$ cat src/hdl/tcpfc_pkg.sv
// Shared types, constants and frame helpers for the timed cover position
// frame controller. No dependencies; every file but the divider imports this package.
`timescale 1ns / 1ps
`default_nettype none

package tcpfc_pkg;

    // Field widths fixed by the interface
    localparam int POSITION_BITS_DEF = 16;
    localparam int CMD_W      = 3;
    localparam int ELAPSED_W  = 16;
    localparam int TPOS_W     = 16;
    localparam int POS_OUT_W  = 16;
    localparam int DUR_W      = 22;
    localparam int NODE_W     = 24;
    localparam int CH_W       = 8;
    localparam int BYTE_W     = 8;
    localparam int SUM_W      = 16;
    localparam int IDX_W      = 4;
    localparam int CFG_IDX_W  = 3;
    localparam int CFG_DATA_W = 24;

    // Stream packing
    localparam int S_TDATA_W = 40;
    localparam int S_TUSER_W = 3;
    localparam int M_TDATA_W = 32;
    localparam int M_TUSER_W = 1;

    localparam logic [DUR_W-1:0] DUR_RESET = 22'd10000;

    // Frame bytes
    localparam logic [7:0] HDR_MOVE0      = 8'h7F;
    localparam logic [7:0] HDR_MOVE1      = 8'hF2;
    localparam logic [7:0] HDR_TILT0      = 8'h7E;
    localparam logic [7:0] HDR_TILT1      = 8'hF1;
    localparam logic [7:0] BYTE_FA        = 8'hFA;
    localparam logic [7:0] BYTE_01        = 8'h01;
    localparam logic [7:0] BYTE_00        = 8'h00;
    localparam logic [7:0] CODE_STOP      = 8'hFC;
    localparam logic [7:0] CODE_OPEN      = 8'hFE;
    localparam logic [7:0] CODE_CLOSE     = 8'hFD;
    localparam logic [7:0] CODE_TILT_UP   = 8'hFF;
    localparam logic [7:0] CODE_TILT_DOWN = 8'hFE;
    localparam logic [7:0] BYTE_TILT_TAIL = 8'hFE;

    localparam logic [IDX_W-1:0] LEN_NONE = 4'd1;
    localparam logic [IDX_W-1:0] LEN_MOVE = 4'd13;
    localparam logic [IDX_W-1:0] LEN_TILT = 4'd14;

    typedef enum logic [2:0] {
        CMD_TICK   = 3'd0,
        CMD_STOP   = 3'd1,
        CMD_TOGGLE = 3'd2,
        CMD_SETPOS = 3'd3,
        CMD_TILT   = 3'd4
    } t_cmd;

    typedef enum logic [CFG_IDX_W-1:0] {
        CFG_NODE_ID    = 3'd0,
        CFG_CHANNEL    = 3'd1,
        CFG_OPEN_TIME  = 3'd2,
        CFG_CLOSE_TIME = 3'd3,
        CFG_INVERTED   = 3'd4
    } t_cfg_idx;

    typedef enum logic [1:0] {
        MOT_IDLE  = 2'd0,
        MOT_OPEN  = 2'd1,
        MOT_CLOSE = 2'd2
    } t_motion;

    typedef enum logic [1:0] {
        FK_NONE = 2'd0,
        FK_MOVE = 2'd1,
        FK_TILT = 2'd2
    } t_frame_kind;

    typedef enum logic [1:0] {
        TGT_TPOS = 2'd0,
        TGT_MAX  = 2'd1,
        TGT_ZERO = 2'd2
    } t_tgt_sel;

    // Controller to datapath
    typedef struct packed {
        logic        load_in;
        logic        div_start;
        logic        pos_update;
        logic        tgt_we;
        t_tgt_sel    tgt_sel;
        logic        mot_we;
        t_motion     mot_val;
        logic        ldir_we;
        logic        frm_start;
        t_frame_kind frm_kind;
    } t_dp_cmd;

    // Datapath to controller
    typedef struct packed {
        logic [CMD_W-1:0] cmd_code;
        t_motion          motion;
        logic             last_close;
        logic             pos_zero;
        logic             tpos_eq;
        logic             tpos_lt;
        logic             tpos_zero;
        logic             tpos_max;
        logic             at_target;
        logic             tgt_end;
        logic             div_busy;
        logic             gen_busy;
    } t_dp_status;

    function automatic logic [IDX_W-1:0] frame_len(input t_frame_kind kind);
        logic [IDX_W-1:0] len;
        case (kind)
            FK_MOVE: len = LEN_MOVE;
            FK_TILT: len = LEN_TILT;
            default: len = LEN_NONE;
        endcase
        return len;
    endfunction

    // Frame body byte at a position ahead of the checksum
    function automatic logic [7:0] frame_body(
        input t_frame_kind       kind,
        input logic [IDX_W-1:0]  idx,
        input logic [7:0]        code,
        input logic [NODE_W-1:0] node,
        input logic [CH_W-1:0]   ch
    );
        logic [7:0] b;
        case (idx)
            4'd0:    b = (kind == FK_TILT) ? HDR_TILT0 : HDR_MOVE0;
            4'd1:    b = (kind == FK_TILT) ? HDR_TILT1 : HDR_MOVE1;
            4'd2:    b = BYTE_FA;
            4'd3:    b = BYTE_01;
            4'd4:    b = BYTE_00;
            4'd5:    b = BYTE_00;
            4'd6:    b = ~node[7:0];
            4'd7:    b = ~node[15:8];
            4'd8:    b = ~node[23:16];
            4'd9:    b = ~ch;
            4'd10:   b = code;
            4'd11:   b = BYTE_TILT_TAIL;
            default: b = BYTE_00;
        endcase
        return b;
    endfunction

endpackage

`default_nettype wire

$ cat src/hdl/tcpfc_div.sv
// Restoring serial divider, one quotient bit per cycle.
// Depends on nothing but its parameters.
`timescale 1ns / 1ps
`default_nettype none

module tcpfc_div #(
    parameter int NUM_W = 32,
    parameter int DEN_W = 22
) (
    input  wire logic             i_clk,
    input  wire logic             i_rst_n,
    input  wire logic             i_start,
    input  wire logic [NUM_W-1:0] i_num,
    input  wire logic [DEN_W-1:0] i_den,
    output logic                  o_busy,
    output logic [NUM_W-1:0]      o_quot
);

    localparam int CNT_W = $clog2(NUM_W + 1);

    logic [CNT_W-1:0] r_cnt;
    logic [DEN_W-1:0] r_rem;
    logic [DEN_W-1:0] r_den;
    logic [NUM_W-1:0] r_nq;

    logic [DEN_W:0] rem_sh;
    logic [DEN_W:0] diff;
    logic           ge;

    // Shift in the next numerator bit and try a subtract
    always_comb begin
        rem_sh = {r_rem, r_nq[NUM_W-1]};
        diff   = rem_sh - {1'b0, r_den};
        ge     = (rem_sh >= {1'b0, r_den});
    end

    always_ff @(posedge i_clk) begin
        if (!i_rst_n) begin
            r_cnt <= '0;
        end else if (i_start) begin
            r_cnt <= CNT_W'(NUM_W);
        end else if (r_cnt != '0) begin
            r_cnt <= r_cnt - 1'b1;
        end
    end

    // Numerator bits leave at the top while quotient bits enter at the bottom
    always_ff @(posedge i_clk) begin
        if (i_start) begin
            r_rem <= '0;
            r_den <= i_den;
            r_nq  <= i_num;
        end else if (r_cnt != '0) begin
            r_rem <= ge ? diff[DEN_W-1:0] : rem_sh[DEN_W-1:0];
            r_nq  <= {r_nq[NUM_W-2:0], ge};
        end
    end

    assign o_busy = (r_cnt != '0);
    assign o_quot = r_nq;

endmodule

`default_nettype wire

$ cat src/hdl/tcpfc_dp.sv
// Datapath: configuration, position/target/motion registers, tick divider,
// frame byte generator with running checksum, output word register. Uses tcpfc_pkg.
`timescale 1ns / 1ps
`default_nettype none

module tcpfc_dp #(
    parameter int POSITION_BITS = tcpfc_pkg::POSITION_BITS_DEF
) (
    input  wire logic                            i_clk,
    input  wire logic                            i_rst_n,
    input  wire logic                            i_cfg_we,
    input  wire logic [tcpfc_pkg::CFG_IDX_W-1:0] i_cfg_addr,
    input  wire logic [tcpfc_pkg::CFG_DATA_W-1:0] i_cfg_data,
    input  wire logic [tcpfc_pkg::CMD_W-1:0]     i_cmd_code,
    input  wire logic [tcpfc_pkg::ELAPSED_W-1:0] i_elapsed,
    input  wire logic [tcpfc_pkg::TPOS_W-1:0]    i_tpos,
    input  wire logic                            i_tilt_up,
    input  wire tcpfc_pkg::t_dp_cmd              i_ctl,
    output tcpfc_pkg::t_dp_status                o_status,
    input  wire logic                            i_m_tready,
    output logic                                 o_m_tvalid,
    output logic [tcpfc_pkg::M_TDATA_W-1:0]      o_m_tdata,
    output logic                                 o_m_tlast,
    output logic [tcpfc_pkg::M_TUSER_W-1:0]      o_m_tuser
);

    import tcpfc_pkg::*;

    localparam int PB    = POSITION_BITS;
    localparam int NUM_W = ELAPSED_W + PB;
    localparam logic [PB-1:0] POS_MAX   = {PB{1'b1}};
    localparam logic [PB-1:0] POS_HALF  = {1'b1, {(PB-1){1'b0}}};
    localparam int PAD_W = M_TDATA_W - BYTE_W - POS_OUT_W - 2;

    // Configuration
    logic [NODE_W-1:0] r_node;
    logic [CH_W-1:0]   r_ch;
    logic [DUR_W-1:0]  r_open_t;
    logic [DUR_W-1:0]  r_close_t;
    logic              r_inv;

    // Latched input word
    logic [CMD_W-1:0]     r_cmd;
    logic [ELAPSED_W-1:0] r_elapsed;
    logic [PB-1:0]        r_tpos;
    logic                 r_tilt;

    // Cover state
    logic [PB-1:0] r_pos;
    logic [PB-1:0] r_tgt;
    t_motion       r_mot;
    t_motion       r_ldir;

    // Frame generator
    logic              r_gen_act;
    t_frame_kind       r_kind;
    logic [7:0]        r_code;
    logic [IDX_W-1:0]  r_idx;
    logic [SUM_W-1:0]  r_sum;

    // Output word
    logic                 r_valid;
    logic [BYTE_W-1:0]    r_byte;
    logic                 r_has;
    logic                 r_last;
    logic [POS_OUT_W-1:0] r_pnow;
    t_motion              r_pmot;

    // Write configuration registers
    always_ff @(posedge i_clk) begin
        if (!i_rst_n) begin
            r_node    <= '0;
            r_ch      <= '0;
            r_open_t  <= DUR_RESET;
            r_close_t <= DUR_RESET;
            r_inv     <= 1'b0;
        end else if (i_cfg_we) begin
            case (i_cfg_addr)
                CFG_NODE_ID:    r_node    <= i_cfg_data[NODE_W-1:0];
                CFG_CHANNEL:    r_ch      <= i_cfg_data[CH_W-1:0];
                CFG_OPEN_TIME:  r_open_t  <= i_cfg_data[DUR_W-1:0];
                CFG_CLOSE_TIME: r_close_t <= i_cfg_data[DUR_W-1:0];
                CFG_INVERTED:   r_inv     <= i_cfg_data[0];
                default:        ;
            endcase
        end
    end

    // Capture the accepted input word; target is masked to the position width
    always_ff @(posedge i_clk) begin
        if (i_ctl.load_in) begin
            r_cmd     <= i_cmd_code;
            r_elapsed <= i_elapsed;
            r_tpos    <= PB'(i_tpos);
            r_tilt    <= i_tilt_up;
        end
    end

    // Tick division: elapsed * POS_MAX / travel time
    logic [DUR_W-1:0] dur_sel;
    logic [DUR_W-1:0] div_den;
    logic [NUM_W-1:0] div_num;
    logic             div_busy;
    logic [NUM_W-1:0] quot;

    always_comb begin
        dur_sel = (r_mot == MOT_OPEN) ? r_open_t : r_close_t;
        div_den = (dur_sel == '0) ? DUR_W'(1) : dur_sel;
        div_num = {r_elapsed, {PB{1'b0}}} - {{PB{1'b0}}, r_elapsed};
    end

    tcpfc_div #(
        .NUM_W (NUM_W),
        .DEN_W (DUR_W)
    ) u_div (
        .i_clk   (i_clk),
        .i_rst_n (i_rst_n),
        .i_start (i_ctl.div_start),
        .i_num   (div_num),
        .i_den   (div_den),
        .o_busy  (div_busy),
        .o_quot  (quot)
    );

    // Advance and clamp the position in the current direction
    logic [NUM_W:0]  sum_open;
    logic [PB-1:0]   pos_open;
    logic [PB-1:0]   pos_close;
    logic [PB-1:0]   pos_tick;

    always_comb begin
        sum_open  = {1'b0, NUM_W'(r_pos)} + {1'b0, quot};
        pos_open  = (sum_open > {1'b0, NUM_W'(POS_MAX)}) ? POS_MAX : sum_open[PB-1:0];
        pos_close = (quot >= NUM_W'(r_pos)) ? '0 : (r_pos - quot[PB-1:0]);
        pos_tick  = (r_mot == MOT_OPEN) ? pos_open : pos_close;
    end

    logic [PB-1:0] tgt_next;

    always_comb begin
        case (i_ctl.tgt_sel)
            TGT_MAX:  tgt_next = POS_MAX;
            TGT_ZERO: tgt_next = '0;
            default:  tgt_next = r_tpos;
        endcase
    end

    // Hold cover state
    always_ff @(posedge i_clk) begin
        if (!i_rst_n) begin
            r_pos  <= POS_HALF;
            r_tgt  <= '0;
            r_mot  <= MOT_IDLE;
            r_ldir <= MOT_IDLE;
        end else begin
            if (i_ctl.pos_update) begin
                r_pos <= pos_tick;
            end
            if (i_ctl.tgt_we) begin
                r_tgt <= tgt_next;
            end
            if (i_ctl.mot_we) begin
                r_mot <= i_ctl.mot_val;
            end
            if (i_ctl.ldir_we) begin
                r_ldir <= i_ctl.mot_val;
            end
        end
    end

    // Pick the command code when a frame starts
    logic [7:0] code_next;

    always_comb begin
        if (i_ctl.frm_kind == FK_TILT) begin
            code_next = r_tilt ? CODE_TILT_UP : CODE_TILT_DOWN;
        end else begin
            case (i_ctl.mot_val)
                MOT_OPEN:  code_next = r_inv ? CODE_CLOSE : CODE_OPEN;
                MOT_CLOSE: code_next = r_inv ? CODE_OPEN : CODE_CLOSE;
                default:   code_next = CODE_STOP;
            endcase
        end
    end

    // Current frame byte: body, then checksum high and low
    logic [IDX_W-1:0] gen_len;
    logic [7:0]       body;
    logic             is_ckh;
    logic             is_ckl;
    logic             gen_last;
    logic [7:0]       gen_byte;
    logic             gen_load;

    always_comb begin
        gen_len  = frame_len(r_kind);
        body     = frame_body(r_kind, r_idx, r_code, r_node, r_ch);
        gen_last = (r_idx == gen_len - 1'b1);
        is_ckl   = (r_kind != FK_NONE) && gen_last;
        is_ckh   = (r_kind != FK_NONE) && (r_idx == gen_len - 4'd2);
        if (r_kind == FK_NONE) begin
            gen_byte = BYTE_00;
        end else if (is_ckl) begin
            gen_byte = r_sum[7:0];
        end else if (is_ckh) begin
            gen_byte = r_sum[15:8];
        end else begin
            gen_byte = body;
        end
        gen_load = r_gen_act && (!r_valid || i_m_tready);
    end

    // Step the generator one word per free output slot
    always_ff @(posedge i_clk) begin
        if (!i_rst_n) begin
            r_gen_act <= 1'b0;
        end else if (i_ctl.frm_start) begin
            r_gen_act <= 1'b1;
        end else if (gen_load && gen_last) begin
            r_gen_act <= 1'b0;
        end
    end

    always_ff @(posedge i_clk) begin
        if (i_ctl.frm_start) begin
            r_kind <= i_ctl.frm_kind;
            r_code <= code_next;
            r_idx  <= '0;
            r_sum  <= '0;
        end else if (gen_load) begin
            r_idx <= r_idx + 1'b1;
            if (!is_ckh && !is_ckl) begin
                r_sum <= r_sum + {8'h00, body};
            end
        end
    end

    // Output word register
    always_ff @(posedge i_clk) begin
        if (!i_rst_n) begin
            r_valid <= 1'b0;
        end else if (gen_load) begin
            r_valid <= 1'b1;
        end else if (i_m_tready) begin
            r_valid <= 1'b0;
        end
    end

    always_ff @(posedge i_clk) begin
        if (gen_load) begin
            r_byte <= gen_byte;
            r_has  <= (r_kind != FK_NONE);
            r_last <= gen_last;
            r_pnow <= POS_OUT_W'(r_pos);
            r_pmot <= r_mot;
        end
    end

    assign o_m_tvalid = r_valid;
    assign o_m_tdata  = {{PAD_W{1'b0}}, r_pmot, r_pnow, r_byte};
    assign o_m_tlast  = r_last;
    assign o_m_tuser  = r_has;

    // Status toward the controller
    always_comb begin
        o_status.cmd_code   = r_cmd;
        o_status.motion     = r_mot;
        o_status.last_close = (r_ldir == MOT_CLOSE);
        o_status.pos_zero   = (r_pos == '0);
        o_status.tpos_eq    = (r_tpos == r_pos);
        o_status.tpos_lt    = (r_tpos < r_pos);
        o_status.tpos_zero  = (r_tpos == '0);
        o_status.tpos_max   = (r_tpos == POS_MAX);
        o_status.at_target  = (r_mot == MOT_OPEN) ? (r_pos >= r_tgt) : (r_pos <= r_tgt);
        o_status.tgt_end    = (r_tgt == '0) || (r_tgt == POS_MAX);
        o_status.div_busy   = div_busy;
        o_status.gen_busy   = r_gen_act;
    end

endmodule

`default_nettype wire

$ cat src/hdl/tcpfc_ctrl.sv
// Controller: decodes each accepted command word and sequences the datapath
// through division, position check and frame output. Uses tcpfc_pkg.
`timescale 1ns / 1ps
`default_nettype none

module tcpfc_ctrl (
    input  wire logic                  i_clk,
    input  wire logic                  i_rst_n,
    input  wire logic                  i_s_valid,
    output logic                       o_s_ready,
    input  wire tcpfc_pkg::t_dp_status i_status,
    output tcpfc_pkg::t_dp_cmd         o_ctl
);

    import tcpfc_pkg::*;

    typedef enum logic [2:0] {
        S_IDLE,
        S_DECODE,
        S_DIV,
        S_CHECK,
        S_EMIT
    } t_state;

    t_state r_state;
    t_state n_state;

    // Start a move or stop; a move already in progress only keeps going
    function automatic t_dp_cmd with_dir(input t_dp_cmd c, input t_motion dir,
                                         input t_motion cur);
        t_dp_cmd r;
        r = c;
        r.frm_start = 1'b1;
        if (dir == cur && dir != MOT_IDLE) begin
            r.frm_kind = FK_NONE;
        end else begin
            r.mot_we   = 1'b1;
            r.mot_val  = dir;
            r.ldir_we  = (dir != MOT_IDLE);
            r.frm_kind = FK_MOVE;
        end
        return r;
    endfunction

    always_comb begin
        t_dp_cmd c;
        c       = '0;
        n_state = r_state;
        case (r_state)
            S_IDLE: begin
                if (i_s_valid && o_s_ready) begin
                    c.load_in = 1'b1;
                    n_state   = S_DECODE;
                end
            end
            S_DECODE: begin
                n_state = S_EMIT;
                case (i_status.cmd_code)
                    CMD_TICK: begin
                        if (i_status.motion == MOT_IDLE) begin
                            c.frm_start = 1'b1;
                            c.frm_kind  = FK_NONE;
                        end else begin
                            c.div_start = 1'b1;
                            n_state     = S_DIV;
                        end
                    end
                    CMD_STOP: begin
                        c = with_dir(c, MOT_IDLE, i_status.motion);
                    end
                    CMD_TOGGLE: begin
                        if (i_status.motion != MOT_IDLE) begin
                            c = with_dir(c, MOT_IDLE, i_status.motion);
                        end else if (i_status.pos_zero || i_status.last_close) begin
                            c.tgt_we  = 1'b1;
                            c.tgt_sel = TGT_MAX;
                            c = with_dir(c, MOT_OPEN, i_status.motion);
                        end else begin
                            c.tgt_we  = 1'b1;
                            c.tgt_sel = TGT_ZERO;
                            c = with_dir(c, MOT_CLOSE, i_status.motion);
                        end
                    end
                    CMD_SETPOS: begin
                        if (i_status.tpos_eq) begin
                            if (i_status.tpos_zero || i_status.tpos_max) begin
                                c.tgt_we  = 1'b1;
                                c.tgt_sel = TGT_TPOS;
                                c = with_dir(c, i_status.tpos_zero ? MOT_CLOSE : MOT_OPEN,
                                             i_status.motion);
                            end else begin
                                c.frm_start = 1'b1;
                                c.frm_kind  = FK_NONE;
                            end
                        end else begin
                            c.tgt_we  = 1'b1;
                            c.tgt_sel = TGT_TPOS;
                            c = with_dir(c, i_status.tpos_lt ? MOT_CLOSE : MOT_OPEN,
                                         i_status.motion);
                        end
                    end
                    CMD_TILT: begin
                        c.frm_start = 1'b1;
                        c.frm_kind  = FK_TILT;
                    end
                    default: begin
                        c.frm_start = 1'b1;
                        c.frm_kind  = FK_NONE;
                    end
                endcase
            end
            S_DIV: begin
                if (!i_status.div_busy) begin
                    c.pos_update = 1'b1;
                    n_state      = S_CHECK;
                end
            end
            S_CHECK: begin
                n_state = S_EMIT;
                if (i_status.at_target && i_status.tgt_end) begin
                    c.mot_we    = 1'b1;
                    c.mot_val   = MOT_IDLE;
                    c.frm_start = 1'b1;
                    c.frm_kind  = FK_NONE;
                end else if (i_status.at_target) begin
                    c = with_dir(c, MOT_IDLE, i_status.motion);
                end else begin
                    c.frm_start = 1'b1;
                    c.frm_kind  = FK_NONE;
                end
            end
            S_EMIT: begin
                if (!i_status.gen_busy) begin
                    n_state = S_IDLE;
                end
            end
            default: begin
                n_state = S_IDLE;
            end
        endcase
        o_ctl = c;
    end

    // Hold state and the registered ready
    always_ff @(posedge i_clk) begin
        if (!i_rst_n) begin
            r_state   <= S_IDLE;
            o_s_ready <= 1'b0;
        end else begin
            r_state   <= n_state;
            o_s_ready <= (n_state == S_IDLE);
        end
    end

endmodule

`default_nettype wire

$ cat src/hdl/timed_cover_position_frame_controller_top.sv
// Timed cover position frame controller top: controller plus datapath, uses tcpfc_pkg.
// After accept the controller decodes the word and starts the frame generator, which gives
// one word a cycle while the output is not stalled (13 or 14, or one empty word); a moving
// tick first runs the divider, then updates and checks the position. A new word is taken
// only once the previous frame is fully queued. Reset: synchronous active low; half-open
// position, idle, registers to defaults; input ready rises in the cycle after reset release.
`timescale 1ns / 1ps
`default_nettype none

module timed_cover_position_frame_controller_top #(
    parameter int POSITION_BITS = tcpfc_pkg::POSITION_BITS_DEF
) (
    input  wire logic                             i_clk,
    input  wire logic                             i_rst_n,
    // configuration write channel
    input  wire logic                             i_cfg_valid,
    output logic                                  o_cfg_ready,
    input  wire logic [tcpfc_pkg::CFG_IDX_W-1:0]  i_cfg_addr,
    input  wire logic [tcpfc_pkg::CFG_DATA_W-1:0] i_cfg_data,
    // command stream in
    input  wire logic                             s_axis_tvalid,
    output logic                                  s_axis_tready,
    // tdata: elapsed_ms[15:0], target_position[31:16], tilt_up[32], zero pad
    input  wire logic [tcpfc_pkg::S_TDATA_W-1:0]  s_axis_tdata,
    // tuser: cmd[2:0]
    input  wire logic [tcpfc_pkg::S_TUSER_W-1:0]  s_axis_tuser,
    // frame word stream out
    output logic                                  m_axis_tvalid,
    input  wire logic                             m_axis_tready,
    // tdata: frame_byte[7:0], position_now[23:8], motion[25:24], zero pad
    output logic [tcpfc_pkg::M_TDATA_W-1:0]       m_axis_tdata,
    output logic                                  m_axis_tlast,
    // tuser: has_byte[0]
    output logic [tcpfc_pkg::M_TUSER_W-1:0]       m_axis_tuser
);

    import tcpfc_pkg::*;

    t_dp_cmd    w_ctl;
    t_dp_status w_status;

    assign o_cfg_ready = 1'b1;

    tcpfc_ctrl u_ctrl (
        .i_clk     (i_clk),
        .i_rst_n   (i_rst_n),
        .i_s_valid (s_axis_tvalid),
        .o_s_ready (s_axis_tready),
        .i_status  (w_status),
        .o_ctl     (w_ctl)
    );

    tcpfc_dp #(
        .POSITION_BITS (POSITION_BITS)
    ) u_dp (
        .i_clk      (i_clk),
        .i_rst_n    (i_rst_n),
        .i_cfg_we   (i_cfg_valid && o_cfg_ready),
        .i_cfg_addr (i_cfg_addr),
        .i_cfg_data (i_cfg_data),
        .i_cmd_code (s_axis_tuser[CMD_W-1:0]),
        .i_elapsed  (s_axis_tdata[ELAPSED_W-1:0]),
        .i_tpos     (s_axis_tdata[ELAPSED_W+TPOS_W-1:ELAPSED_W]),
        .i_tilt_up  (s_axis_tdata[ELAPSED_W+TPOS_W]),
        .i_ctl      (w_ctl),
        .o_status   (w_status),
        .i_m_tready (m_axis_tready),
        .o_m_tvalid (m_axis_tvalid),
        .o_m_tdata  (m_axis_tdata),
        .o_m_tlast  (m_axis_tlast),
        .o_m_tuser  (m_axis_tuser)
    );

`ifndef SYNTHESIS
    // A new word is only taken once the previous frame is fully queued
    a_accept_gen_idle: assert property (@(posedge i_clk) disable iff (!i_rst_n)
        (s_axis_tvalid && s_axis_tready) |-> !w_status.gen_busy)
        else $error("input accepted while frame generator busy");

    // A frame never starts over a running frame or division
    a_frame_start_free: assert property (@(posedge i_clk) disable iff (!i_rst_n)
        w_ctl.frm_start |-> (!w_status.gen_busy && !w_status.div_busy))
        else $error("frame started while generator or divider busy");

    // Division only runs while the cover moves
    a_div_moving: assert property (@(posedge i_clk) disable iff (!i_rst_n)
        w_ctl.div_start |-> (w_status.motion == MOT_OPEN || w_status.motion == MOT_CLOSE))
        else $error("divider started while idle");

    // Position is updated only right after the divider finishes
    a_update_after_div: assert property (@(posedge i_clk) disable iff (!i_rst_n)
        w_ctl.pos_update |-> $past(w_status.div_busy))
        else $error("position updated without a finished division");
`endif

endmodule

`default_nettype wire

$ cat config.mk
export PLATFORM = sky130hd
export DESIGN_NAME = timed_cover_position_frame_controller_top
export DESIGN_NICKNAME = d
export VERILOG_FILES = /design/src/hdl/tcpfc_pkg.sv /design/src/hdl/tcpfc_div.sv /design/src/hdl/tcpfc_dp.sv /design/src/hdl/tcpfc_ctrl.sv /design/src/hdl/timed_cover_position_frame_controller_top.sv
export SDC_FILE = /design/constraint.sdc
export NUM_CORES = 1
export LEC_CHECK = 0
export ABC_AREA = 1
export BUFFER_PORTS_ARGS = -buffer_cell sky130_fd_sc_hd__buf_2
export CORE_MARGIN = 2
export CORE_UTILIZATION = 50
export CTS_CLUSTER_SIZE = 20
export DETAILED_ROUTE_END_ITERATION = 6
export PLACE_DENSITY = 0.7
export SYNTH_ARGS = -nofsm -noshare
export SYNTH_HDL_FRONTEND = slang
export SYNTH_SLANG_ARGS = --single-unit
export TNS_END_PERCENT = 5
$ cat constraint.sdc
create_clock -name i_clk -period 2.98 [get_ports i_clk]
set_clock_uncertainty 0.2 [all_clocks]
set_input_delay 0 -clock i_clk [delete_from_list [all_inputs] [get_ports i_clk]]
set_output_delay 0 -clock i_clk [all_outputs]
set_load 0.03 [all_outputs]
==> impl_results.md, run 1 <==
- Result of the run: complete, but fails checks
- Violated checks: negative setup slack
- Vias: 17.5k
- Sequential cell area: 7020 sq um
- Buffers on Ports: 97
- Sink Count: 289
- ANT nets after route: 0
- Mapped Area: 18,000 sq um
- Die area: 37,500 sq um
- Fillcell total: 3,033
- Post-route minimum period: 3.06 ns
- Synth Flop Type: dfxtp_1
- Chip height: 194 um
- I/O pin count: 112
- Vias in the first global route: 17.1k
- CP endpoint kind: register
- GP Congestion: 0.967
- Slew Limit Fails: 0
- Most common cell on crit path: nand2_1
- Total core area: 35,500 sq um
- Crit path max-delay family: simple AND/OR/NAND/NOR gates
- Area Overhead vs Synth: 26.7%
- Top cells by area, synth: edfxtp_1 20%, dfxtp_1 19%, nand2_1 8.5%
- Clock buffer count from CTS: 34
- Routed wire per std cell: 16.7 um
- Critical path's largest stage delay: 0.40 ns
- Setup slack at placement: -0.283 ns
- Slew HR: 38.1%
- Critical path startpoint category: register
- Arrival time worst endpoint: 3.30 ns
- Gr usage total: 28.5%
- Async S/R FF share, synth: 0%
- Sequential area share after synthesis: 38.9%
- Fin crit share: 103%
- Rows: 69
- Ant diodes: 0
- Avg Inst Size Synth: 7.52 sq um
- Unique masters post-synth: 60
- Hold Violations, Final: 0
- Final setup vio count: 6
- Iter 0 DRT Violations: 1,371
- Largest net degree at the start of global routing: 52
- Initial antenna violation count: 0
- Area leader, netlist: edfxtp_1
- Lkg Pwr: 10.3 nW
- Number of buffers and inverters on the critical path: 3
- Power Dens Cells: 761 nW/um^2
- Root Buffer: clkbuf_16
- Critical Setup Path Class: register to register
- DR vias/cell: 5.40
- Slowest cell on crit path: dfxtp_4
- Max cap viols: 0
- Clock transition at path regs: 0.06 ns
- Crit Path Max Fanout: 5
- Total grt overflow: 0
- Hold Path Class: primary input to register
- Synth warnings: 0
- CP Cell Sequence: ha_4 -> inv_2 -> nor3_2 -> inv_1 -> o22ai_2 -> a21oi_1 -> o2111ai_2 -> ha_2 -> inv_1 -> fa_2 -> o21ai_2 -> nand2_1 -> nand2_1 -> a21oi_2 -> o22ai_2 -> o21ai_2 -> nor2_2 -> nand2_2 -> nor2_4 -> nand3_2 -> nand2_1 -> nor2_1
- Initial Utilization: 50.7%
- Chip width: 194 um
- Multi-input gate area: 9580 sq um
- Met1 Routed Length: 24,600 um
- Top layer in use: met4
- First-pass GRT wire length: 86,600 um
- Clock latency on the worst-skew pair: 0.55 ns
- Final worst setup slack: -0.0841 ns
- Synth top area share: 20.4%
- Final HPWL DP: 39,300 um
- WP data required: 3.22 ns
- Total Power: 0.0173 W
- Mapped Cells: 2,392
- Post-route DRC: 0
- CTS tree: yes
- Number of flops mapped to enable cells by yosys: 122
- Nets: 2,949
- Met2 Routed Length: 24,500 um
- TritonRoute pass-1 iters: 5
- Max Fclk: 0.326 GHz
- Maximum vdd drop: 0.602 mV
- DRT Wirelength: 54,100 um
- DR WL met3: 3440 um
- H-tree depth: 2
- Share of cells above drive strength 1: 18.3%
- Clock Tree Buf Depth: 3
- #FFs+latches synth: 289
- Worst-Margin Slew: 0.927 ns
- Unrepaired setup endpoints after global routing: yes
-- routing by layer --
metal | up-vias | track usage, %
met5 | - | 0
met4 | 0 | 10.1
met3 | 113 | 4.80
met2 | 580 | 46.2
met1 | 8083 | 38.4
li1 | 8680 | -
-- cell families (layout without fill, tap and decap cells) --
group	count (synthesis)	count (layout)	share of synthesized area [%]
buf+inv	450	826	10.1
compound gates	556	556	17.1
simple gates	930	930	23.0
xor+xnor	41	41	2.00
other cells	2	7	0.0417
flops	289	289	38.9
fa+ha+maj	124	124	8.79
-- power breakdown --
part	internal, W	switching (W)
clock network	0.00254	0.00170
registers	0.00491	0.000575
logic	0.00320	0.00441
-- placed cells by master (no fill, tap or decap), drive strengths merged, types with 4 or more instances in the layout --
cell,count
xnor2,17
and2,4
o21bai,7
o21a,5
inv,371
a31oi,21
ha,120
nor2,269
nand3,115
a21o,6
edfxtp,122
fa,4
nand4,37
a211oi,4
conb,7
or2,13
o22ai,16
dfxtp,167
nor3,44
a21oi,185
nand2,413
o211ai,23
nand3b,5
buf,278
o21ai,271
nor4,28
dlygate4sd3,115
clkinv,10
clkbuf,49
xor2,24
-- cell type report --
| type | instances | area share [%] |
|---|---|---|
| Clock buffer | 49 | 4.26 |
| Clock inverter | 10 | 0.637 |
| Inverter | 374 | 6.21 |
| Multi-Input combinational cell | 1658 | 42.1 |
| Sequential cell | 289 | 30.8 |
| Tap cell | 461 | 2.53 |
| Timing Repair Buffer | 393 | 13.5 |
-- stage by stage --
stage               cell area (sq um)  setup TNS [ns]  util [%]  hold slack [ns]  cells
finish                          22800          -0.359      64.2           0.0694   3234
global route                    22800           -3.64      64.2           0.0923   3234
CTS                             22500          -0.348      63.5           0.0211   3230
detailed placement              20100           -1.35      56.6          -0.0219   3050
global placement                20100          -0.475      56.6          -0.0236   3050
floorplan                       18100               0         -           -0.101   2397
-- worst paths after layout --
| check | start | to | slack [ns] | cells past startpoint |
|---|---|---|---|---|
| worst max-delay path | u_dp.r_idx[1] | u_dp.r_sum[12] | -0.08 | 22 |
| worst min-delay path | i_cfg_data[14] | u_dp.r_node[14] | 0.07 | 4 |
| worst max register to register | u_dp.r_idx[1] | u_dp.r_sum[12] | -0.08 | 22 |
| worst min register to register | u_dp.r_close_t[18] | u_dp.r_close_t[18] | 0.25 | 2 |
-- synth_stat cells, types with 4 or more instances --
| cell | instances |
|---|---|
| nand2_1 | 407 |
| inv_1 | 352 |
| o21ai_0 | 259 |
| nor2_1 | 248 |
| a21oi_1 | 174 |
| dfxtp_1 | 167 |
| edfxtp_1 | 122 |
| ha_1 | 120 |
| nand3_1 | 103 |
| clkbuf_1 | 48 |
| nand4_1 | 37 |
| nor3_1 | 37 |
| nor4_1 | 27 |
| xor2_1 | 24 |
| o211ai_1 | 23 |
| nor2_2 | 20 |
| a31oi_1 | 19 |
| xnor2_1 | 17 |
| o22ai_1 | 16 |
| inv_2 | 14 |
| or2_2 | 12 |
| a21oi_2 | 11 |
| nand3_2 | 11 |
| buf_4 | 10 |
| o21ai_1 | 10 |
| buf_6 | 9 |
| buf_2 | 8 |
| clkinv_1 | 7 |
| o21bai_1 | 7 |
| a21o_1 | 6 |
| nor3_2 | 6 |
| nand3b_1 | 5 |
| o21a_1 | 5 |
| a211oi_1 | 4 |
| and2_1 | 4 |
| fa_1 | 4 |
| nand2_2 | 4 |
-- worst min-delay path, delay by kind of cell --
family,cells,cell delay [ns]
buf+inv,2,0.64
simple gates,2,0.14
-- sequential cells by signal, indices dropped and copies added (netlist names), 3 cells and up --
signal / cells
u_ctrl.r_state: 3
u_dp.r_byte: 8
u_dp.r_ch: 8
u_dp.r_close_t: 22
u_dp.r_cmd: 3
u_dp.r_elapsed: 16
u_dp.r_idx: 4
u_dp.r_node: 24
u_dp.r_open_t: 22
u_dp.r_pnow: 16
u_dp.r_pos: 16
u_dp.r_sum: 16
u_dp.r_tgt: 16
u_dp.r_tpos: 16
u_dp.u_div.o_quot: 32
u_dp.u_div.r_cnt: 6
u_dp.u_div.r_den: 22
u_dp.u_div.r_rem: 22
-- what timing repair did --
action                                  in CTS  in global routing
hold buffers                               115                  0
hold endpoints to repair                   130                  0
endpoints found under the setup margin       8                 69
pin swaps                                   14                 14
resized for setup                           37                 63
setup buffers                                6                  4
(Power assumes the default switching activity.)
==> run 2, diff against run 1 <==
--- a/config.mk
+++ b/config.mk
@@ -8,10 +8,10 @@
 export ABC_AREA = 1
 export BUFFER_PORTS_ARGS = -buffer_cell sky130_fd_sc_hd__buf_2
 export CORE_MARGIN = 2
-export CORE_UTILIZATION = 50
+export CORE_UTILIZATION = 56
 export CTS_CLUSTER_SIZE = 20
 export DETAILED_ROUTE_END_ITERATION = 6
-export PLACE_DENSITY = 0.7
+export PLACE_DENSITY = 0.77
 export SYNTH_ARGS = -nofsm -noshare
 export SYNTH_HDL_FRONTEND = slang
 export SYNTH_SLANG_ARGS = --single-unit
==> run 2 against run 1 <==
- the run still ends with negative setup slack left
- count of clock-buffer cells in the layout decreased by 4
- largest cell class unchanged
- non-clock buffer count decreased by 3
- via count increased by 3.8%
- register-to-register slack got worse by 0.20 ns
- design area about the same
- global-route usage increased by 3.6 points
==> impl_results.md, run 2 (synthesis gave the netlist of run 1 again) <==
- Result of the run: complete, but fails checks
- Violated checks: negative setup slack
- Unrepaired setup endpoints after global routing: yes
- Crit Path Max Fanout: 7 (+2)
- Clock share of power: 25.4% (+0.9 points)
- Post-route minimum period: 3.26 ns (+0.195 ns)
- Die area: 33,600 sq um (-10%)
- GP Congestion: 0.966 (-0.11%)
- Sink Count: 289 (unchanged)
- Lkg Pwr: 10.4 nW (+0.35%)
- Final setup vio count: 7 (+1)
- Cell-internal power: 0.0108 W (+1.2%)
- Fin util: 72.2% (+8.0 points)
- H-tree depth: 2 (unchanged)
- Clock Tree Buf Depth: 3 (unchanged)
- Maximum vdd drop: 0.781 mV (+30%)
- DR vias/cell: 5.71 (+5.7%)
- Slew HR: 36.6% (-1.5 points)
- Commonest non-fill, non-tap cell in the layout: nand2_1
- Hold Path Class: primary input to register
- Sequential power share: 31.3% (-0.3 points)
- Gr usage total: 32.1% (+3.6 points)
- Fin crit share: 109% (+6.5 points)
- Initial antenna violation count: 0 (unchanged)
- I/O pin count: 112 (unchanged)
- Switching power: 0.00678 W (+1.4%)
- Total grt overflow: 0 (unchanged)
- Critical path startpoint category: register
- Critical Setup Path Class: register to register
- Arrival time worst endpoint: 3.47 ns (+0.17 ns)
- Total Power: 0.0176 W (+1.3%)
- Slew Limit Fails: 0 (unchanged)
- ANT nets after route: 0 (unchanged)
- TritonRoute pass-1 iters: 6 (+1)
- CTS tree: yes
- Power Dens Cells: 771 nW/um^2 (+1.3%)
- Worst-Margin Slew: 0.950 ns (+0.0228 ns)
- Routed wire per std cell: 17.3 um (+3.4%)
- Hold Violations, Final: 0 (unchanged)
- Share of cells above drive strength 1: 18.1% (-0.14 points)
- Clock latency on the worst-skew pair: 0.53 ns (-0.02 ns)
- Area Overhead vs Synth: 26.6% (about the same)
- Iter 0 DRT Violations: 1,647 (+20%)
- Switch share: 38.6% (about the same)
- First-pass GRT wire length: 86,800 um (+0.18%)
- Clock buffer count from CTS: 34 (unchanged)
- Max reg flops: 32 (unchanged)
- Commonest cells after routing, fill and taps aside: 399 x nand2_1, 340 x inv_1, 253 x o21ai_0
- Vias in the first global route: 17.1k (+0.50%)
- Vias: 18.1k (+3.8%)
- Nets: 2,946 (-0.10%)
- Initial Utilization: 57.0% (+6.3 points)
- Max cap viols: 0 (unchanged)
- Root Buffer: clkbuf_16
- Chip width: 183 um (-5.4%)
- Clock transition at path regs: 0.06 ns (about the same)
- Final worst setup slack: -0.279 ns (-0.195 ns)
- Largest net degree at the start of global routing: 52 (unchanged)
- Buffers on Ports: 97 (unchanged)
- Max Fclk: 0.307 GHz (-6.0%)
- DRT Wirelength: 54,900 um (+1.6%)
- Rows: 65 (-5.8%)
- Total core area: 31,600 sq um (-11%)
- WP data required: 3.19 ns (-0.03 ns)
- Chip height: 183 um (-5.4%)
- Combinational power share: 43.3% (-0.6 points)
- Final HPWL DP: 38,000 um (-3.3%)
- Post-route DRC: 0 (unchanged)
- CP endpoint kind: register
## run 2: path summary, 6_finish.rpt
kind                                       start                to  slack [ns]  cells after the start
worst max register to register     u_dp.r_idx[1]    u_dp.r_sum[12]       -0.28                     22
worst min register to register  u_dp.r_open_t[1]  u_dp.r_open_t[1]        0.25                      2
worst min-delay path               s_axis_tvalid     u_dp.r_cmd[0]       0.004                      4
worst max-delay path               u_dp.r_idx[1]    u_dp.r_sum[12]       -0.28                     22
## run 2: power groups by stage
stage	sequential [W]	clock, W	combinational (W)
2_1_floorplan	0.00541	0	0.00474
3_3_place_gp	0.00550	0	0.00673
3_5_place_dp	0.00551	0	0.00688
4_1_cts	0.00546	0.00450	0.00730
5_1_grt	0.00556	0.00467	0.00847
6_report	0.00549	0.00446	0.00761
## run 2: per-stage QoR
stage | area, sq um | cells | setup TNS (ns) | setup WS, ns | hold WS, ns
CTS | 22500 | 3170 | -0.448 | -0.0989 | 0.00182
global placement | 19900 | 2981 | -0.679 | -0.171 | -0.0242
detailed placement | 19900 | 2981 | -1.46 | -0.276 | -0.0219
floorplan | 18100 | 2397 | 0 | 0.00642 | -0.101
finish | 22800 | 3177 | -0.893 | -0.279 | 0.00366
global route | 22800 | 3175 | -4.74 | -0.437 | 0.0186
## run 2: cell type report
type | instances | area (sq um)
multi-input cells | 1658 | 9600
fillers | 2375 | 8770
flip-flops and latches | 289 | 7020
repair buffers | 390 | 3040
inverters | 374 | 1420
clock buffers | 45 | 976
well taps | 402 | 503
clock inverters | 17 | 225
diodes | 2 | 5.00
## run 2: per-layer routing
metal | share of wire, % | GRT usage [%] | vias to the layer above
li1 | - | - | 8688
met1 | 42 | 42.9 | 8439
met2 | 46 | 53.5 | 837
met3 | 7.7 | 4.17 | 161
met4 | 3.5 | 11.5 | 0
met5 | 0 | 0 | -
## run 2: critical path, cell delays in order (launching register included)
cell,delay (ns)
dfxtp_4,0.40
ha_4,0.15
inv_2,0.05
nor3_2,0.19
inv_2,0.08
buf_6,0.14
o22ai_4,0.10
nor2_2,0.05
and2_4,0.14
buf_6,0.11
fa_2,0.36
o21ai_2,0.17
nand2_2,0.07
nand2_2,0.07
a21oi_2,0.07
o22ai_2,0.11
o21ai_2,0.09
nor2_2,0.09
nand2_2,0.11
nor2_4,0.15
nand3_2,0.08
nand2_1,0.09
nor2_1,0.04
## run 2: what timing repair did
action,CTS,global route
endpoints found under the setup margin,10,65
hold buffers,121,0
gates resized for setup,33,68
hold endpoints to repair,134,0
buffers inserted,6,5
pin swaps,13,16
==> run 3, diff against run 2 <==
--- a/config.mk
+++ b/config.mk
@@ -8,10 +8,9 @@
 export ABC_AREA = 1
 export BUFFER_PORTS_ARGS = -buffer_cell sky130_fd_sc_hd__buf_2
 export CORE_MARGIN = 2
-export CORE_UTILIZATION = 56
+export CORE_UTILIZATION = 40
 export CTS_CLUSTER_SIZE = 20
 export DETAILED_ROUTE_END_ITERATION = 6
-export PLACE_DENSITY = 0.77
 export SYNTH_ARGS = -nofsm -noshare
 export SYNTH_HDL_FRONTEND = slang
 export SYNTH_SLANG_ARGS = --single-unit
==> run 3 against run 2 <==
- the run still ends with negative setup slack left
- critical path depth decreased by 1
- highest routed layer unchanged
- power decreased by 1.1%
- largest cell class unchanged
- count of clock-buffer cells in the layout is 1 higher
- sequential share of layout area is 0.27 points lower
==> impl_results.md, run 3 (synthesis gave the netlist of run 1 again) <==
- Result of the run: complete, but fails checks
- Violated checks: negative setup slack
- Initial antenna violation count: 0 (unchanged)
- Commonest non-fill, non-tap cell in the layout: nand2_1
- Critical Setup Path Class: register to register
- Fin util: 51.9% (-20 points)
- Hold Path Class: primary input to register
- Post-route setup TNS: -0.702 ns (+0.192 ns)
- Share of cells above drive strength 1: 18.1% (-0.072 points)
- Worst hold path cell count: 4 (unchanged)
- Buffers on Ports: 97 (unchanged)
- Power Dens Cells: 756 nW/um^2 (-2.0%)
- Chip height: 216 um (+18%)
- Clock buffer count from CTS: 35 (+2.9%)
- Max reg flops: 32 (unchanged)
- Slowest cell on crit path: dfxtp_2
- Post-route insts no fill: 3,365 (+5.9%)
- Fin crit share: 105% (-4.6 points)
- Clock Tree Buf Depth: 3 (unchanged)
- Placed Cells: 3,180 (+6.7%)
- Largest net degree at the start of global routing: 50 (-3.8%)
- Worst-Margin Slew: 0.896 ns (-0.0537 ns)
- Post-route minimum period: 3.12 ns (-0.138 ns)
- Clock transition at path regs: 0.06 ns (about the same)
- Unrepaired setup endpoints after global routing: yes
- Hold Violations, Final: 0 (unchanged)
- Critical path depth in cells: 21 (-4.5%)
- Total grt overflow: 0 (unchanged)
- First-pass GRT wire length: 87,300 um (+0.68%)
- I/O pin count: 112 (unchanged)
- Sink Count: 289 (unchanged)
- Placed cell area: 20,300 sq um (+1.8%)
- Sequential power share: 31.6% (+0.3 points)
- Initial Utilization: 40.6% (-16 points)
- CP endpoint kind: register
- Crit Path Max Fanout: 7 (unchanged)
- Met2 Routed Length: 24,800 um (-2.5%)
- Maximum vdd drop: 0.709 mV (-9.2%)
- Met1 Routed Length: 26,100 um (+12%)
- Gr usage total: 23.3% (-8.8 points)
- Critical path startpoint category: register
- Vias: 17.3k (-4.8%)
- Switching power: 0.00665 W (-2.0%)
- Commonest cells after routing, fill and taps aside: 398 x nand2_1, 342 x inv_1, 252 x o21ai_0
- Die area: 46,700 sq um (+39%)
- Rows: 77 (+18%)
- Crit path max-delay family: simple AND/OR/NAND/NOR gates
- Final setup vio count: 7 (unchanged)
- Number of buffers and inverters on the critical path: 2 (-2)
- DR WL met3: 2600 um (-39%)
- Lkg Pwr: 10.3 nW (-0.28%)
- DR vias/cell: 5.13 (-10%)
- DRT Wirelength: 55,300 um (+0.68%)
- Nets: 2,946 (unchanged)
- H-tree depth: 2 (unchanged)
- Max Fclk: 0.320 GHz (+4.4%)
- Top layer in use: met4
- Final worst setup slack: -0.142 ns (+0.138 ns)
- Root Buffer: clkbuf_16
- GP Congestion: 0.928 (-3.9%)
- CTS tree: yes
- Combinational power share: 43.1% (-0.2 points)
- Clock share of power: 25.3% (about the same)
- Total core area: 44,300 sq um (+40%)
- Arrival time worst endpoint: 3.37 ns (-0.10 ns)
- Switch share: 38.3% (-0.32 points)
- Cell-internal power: 0.0107 W (-0.60%)
- Slew Limit Fails: 0 (unchanged)
- Slew HR: 40.2% (+3.6 points)
- TritonRoute pass-1 iters: 5 (-1)
- Max cap viols: 0 (unchanged)
- Critical path's largest stage delay: 0.37 ns (-0.03 ns)
- Iter 0 DRT Violations: 1,027 (-38%)
- Most common cell on crit path: nand2_1
- ANT nets after route: 0 (unchanged)
- Ant diodes: 0 (-2)
- CP Cell Sequence: inv_2 -> nor2_4 -> nand2_4 -> o22ai_1 -> a21oi_1 -> o2111ai_2 -> ha_2 -> inv_1 -> fa_2 -> o21ai_2 -> nand2_1 -> nand2_1 -> a21oi_2 -> o22ai_1 -> o21ai_2 -> nor2_2 -> nand2_2 -> nor2_2 -> nand3_2 -> nand2_1 -> nor2_1
- WP data required: 3.23 ns (+0.04 ns)
- Vias in the first global route: 16.8k (-1.8%)
- Routed wire per std cell: 16.4 um (-4.9%)
- Area Overhead vs Synth: 27.8%
- Post-route DRC: 0 (unchanged)
- Chip width: 216 um (+18%)
- Final HPWL DP: 41,200 um (+8.4%)
- R2R cell count: 21 (-4.5%)
- Clock latency on the worst-skew pair: 0.57 ns (+0.04 ns)
- Finished Cell Area: 23,000 sq um (+0.88%)
==> run 3: power groups by stage <==
stage	Combinational, W	Clock (W)	Sequential [W]
4_1_cts	0.00730	0.00449	0.00547
6_report	0.00749	0.00439	0.00549
2_1_floorplan	0.00474	0	0.00541
3_5_place_dp	0.00696	0	0.00551
3_3_place_gp	0.00692	0	0.00551
5_1_grt	0.00843	0.00463	0.00556
==> run 3: worst paths after layout <==
path	from	end	slack [ns]
worst max-delay path	u_dp.r_idx[3]	u_dp.r_sum[12]	-0.14
worst min register to register	u_dp.r_close_t[21]	u_dp.r_close_t[21]	0.25
worst min-delay path	i_cfg_data[9]	u_dp.r_open_t[9]	0.04
worst max register to register	u_dp.r_idx[3]	u_dp.r_sum[12]	-0.14
==> run 3: cell type report <==
cell class | count | area (sq um)
Clock inverter | 17 | 180
Multi-Input combinational cell | 1658 | 9580
Tap cell | 592 | 741
Fill cell | 4341 | 21300
Sequential cell | 289 | 7020
Timing Repair Buffer | 389 | 3060
Clock buffer | 46 | 990
Inverter | 374 | 1410
==> run 3: worst register-to-register path, cell delays in order (launching register included) <==
cell and delay, ns:
dfxtp_2 0.37, inv_2 0.07, nor2_4 0.20, nand2_4 0.11, o22ai_1 0.16, a21oi_1 0.07, o2111ai_2 0.11, ha_2 0.22
inv_1 0.05, fa_2 0.35, o21ai_2 0.14, nand2_1 0.08, nand2_1 0.08, a21oi_2 0.07, o22ai_1 0.15, o21ai_2 0.09
nor2_2 0.10, nand2_2 0.10, nor2_2 0.13, nand3_2 0.06, nand2_1 0.06, nor2_1 0.03
==> run 3: layer usage <==
| layer | up-vias | GRT usage [%] |
|---|---|---|
| met5 | - | 0 |
| met4 | 0 | 9.02 |
| met3 | 98 | 3.02 |
| met2 | 431 | 38.3 |
| met1 | 8043 | 31.3 |
| li1 | 8680 | - |
==> run 3: timing repair <==
action | CTS | global route
resized for setup | 33 | 60
setup endpoints to repair | 19 | 50
endpoints found under the hold margin | 172 | 0
setup buffers | 4 | 2
hold buffers | 116 | 0
pin swaps | 15 | 17
==> run 3: stage by stage <==
stage               setup WS, ns  hold slack, ns  power [W]
floorplan                0.00642          -0.101     0.0102
global placement          -0.215         -0.0231     0.0124
detailed placement        -0.327         -0.0218     0.0125
CTS                       -0.142          0.0250     0.0173
global route              -0.372          0.0850     0.0186
finish                    -0.142          0.0412     0.0174
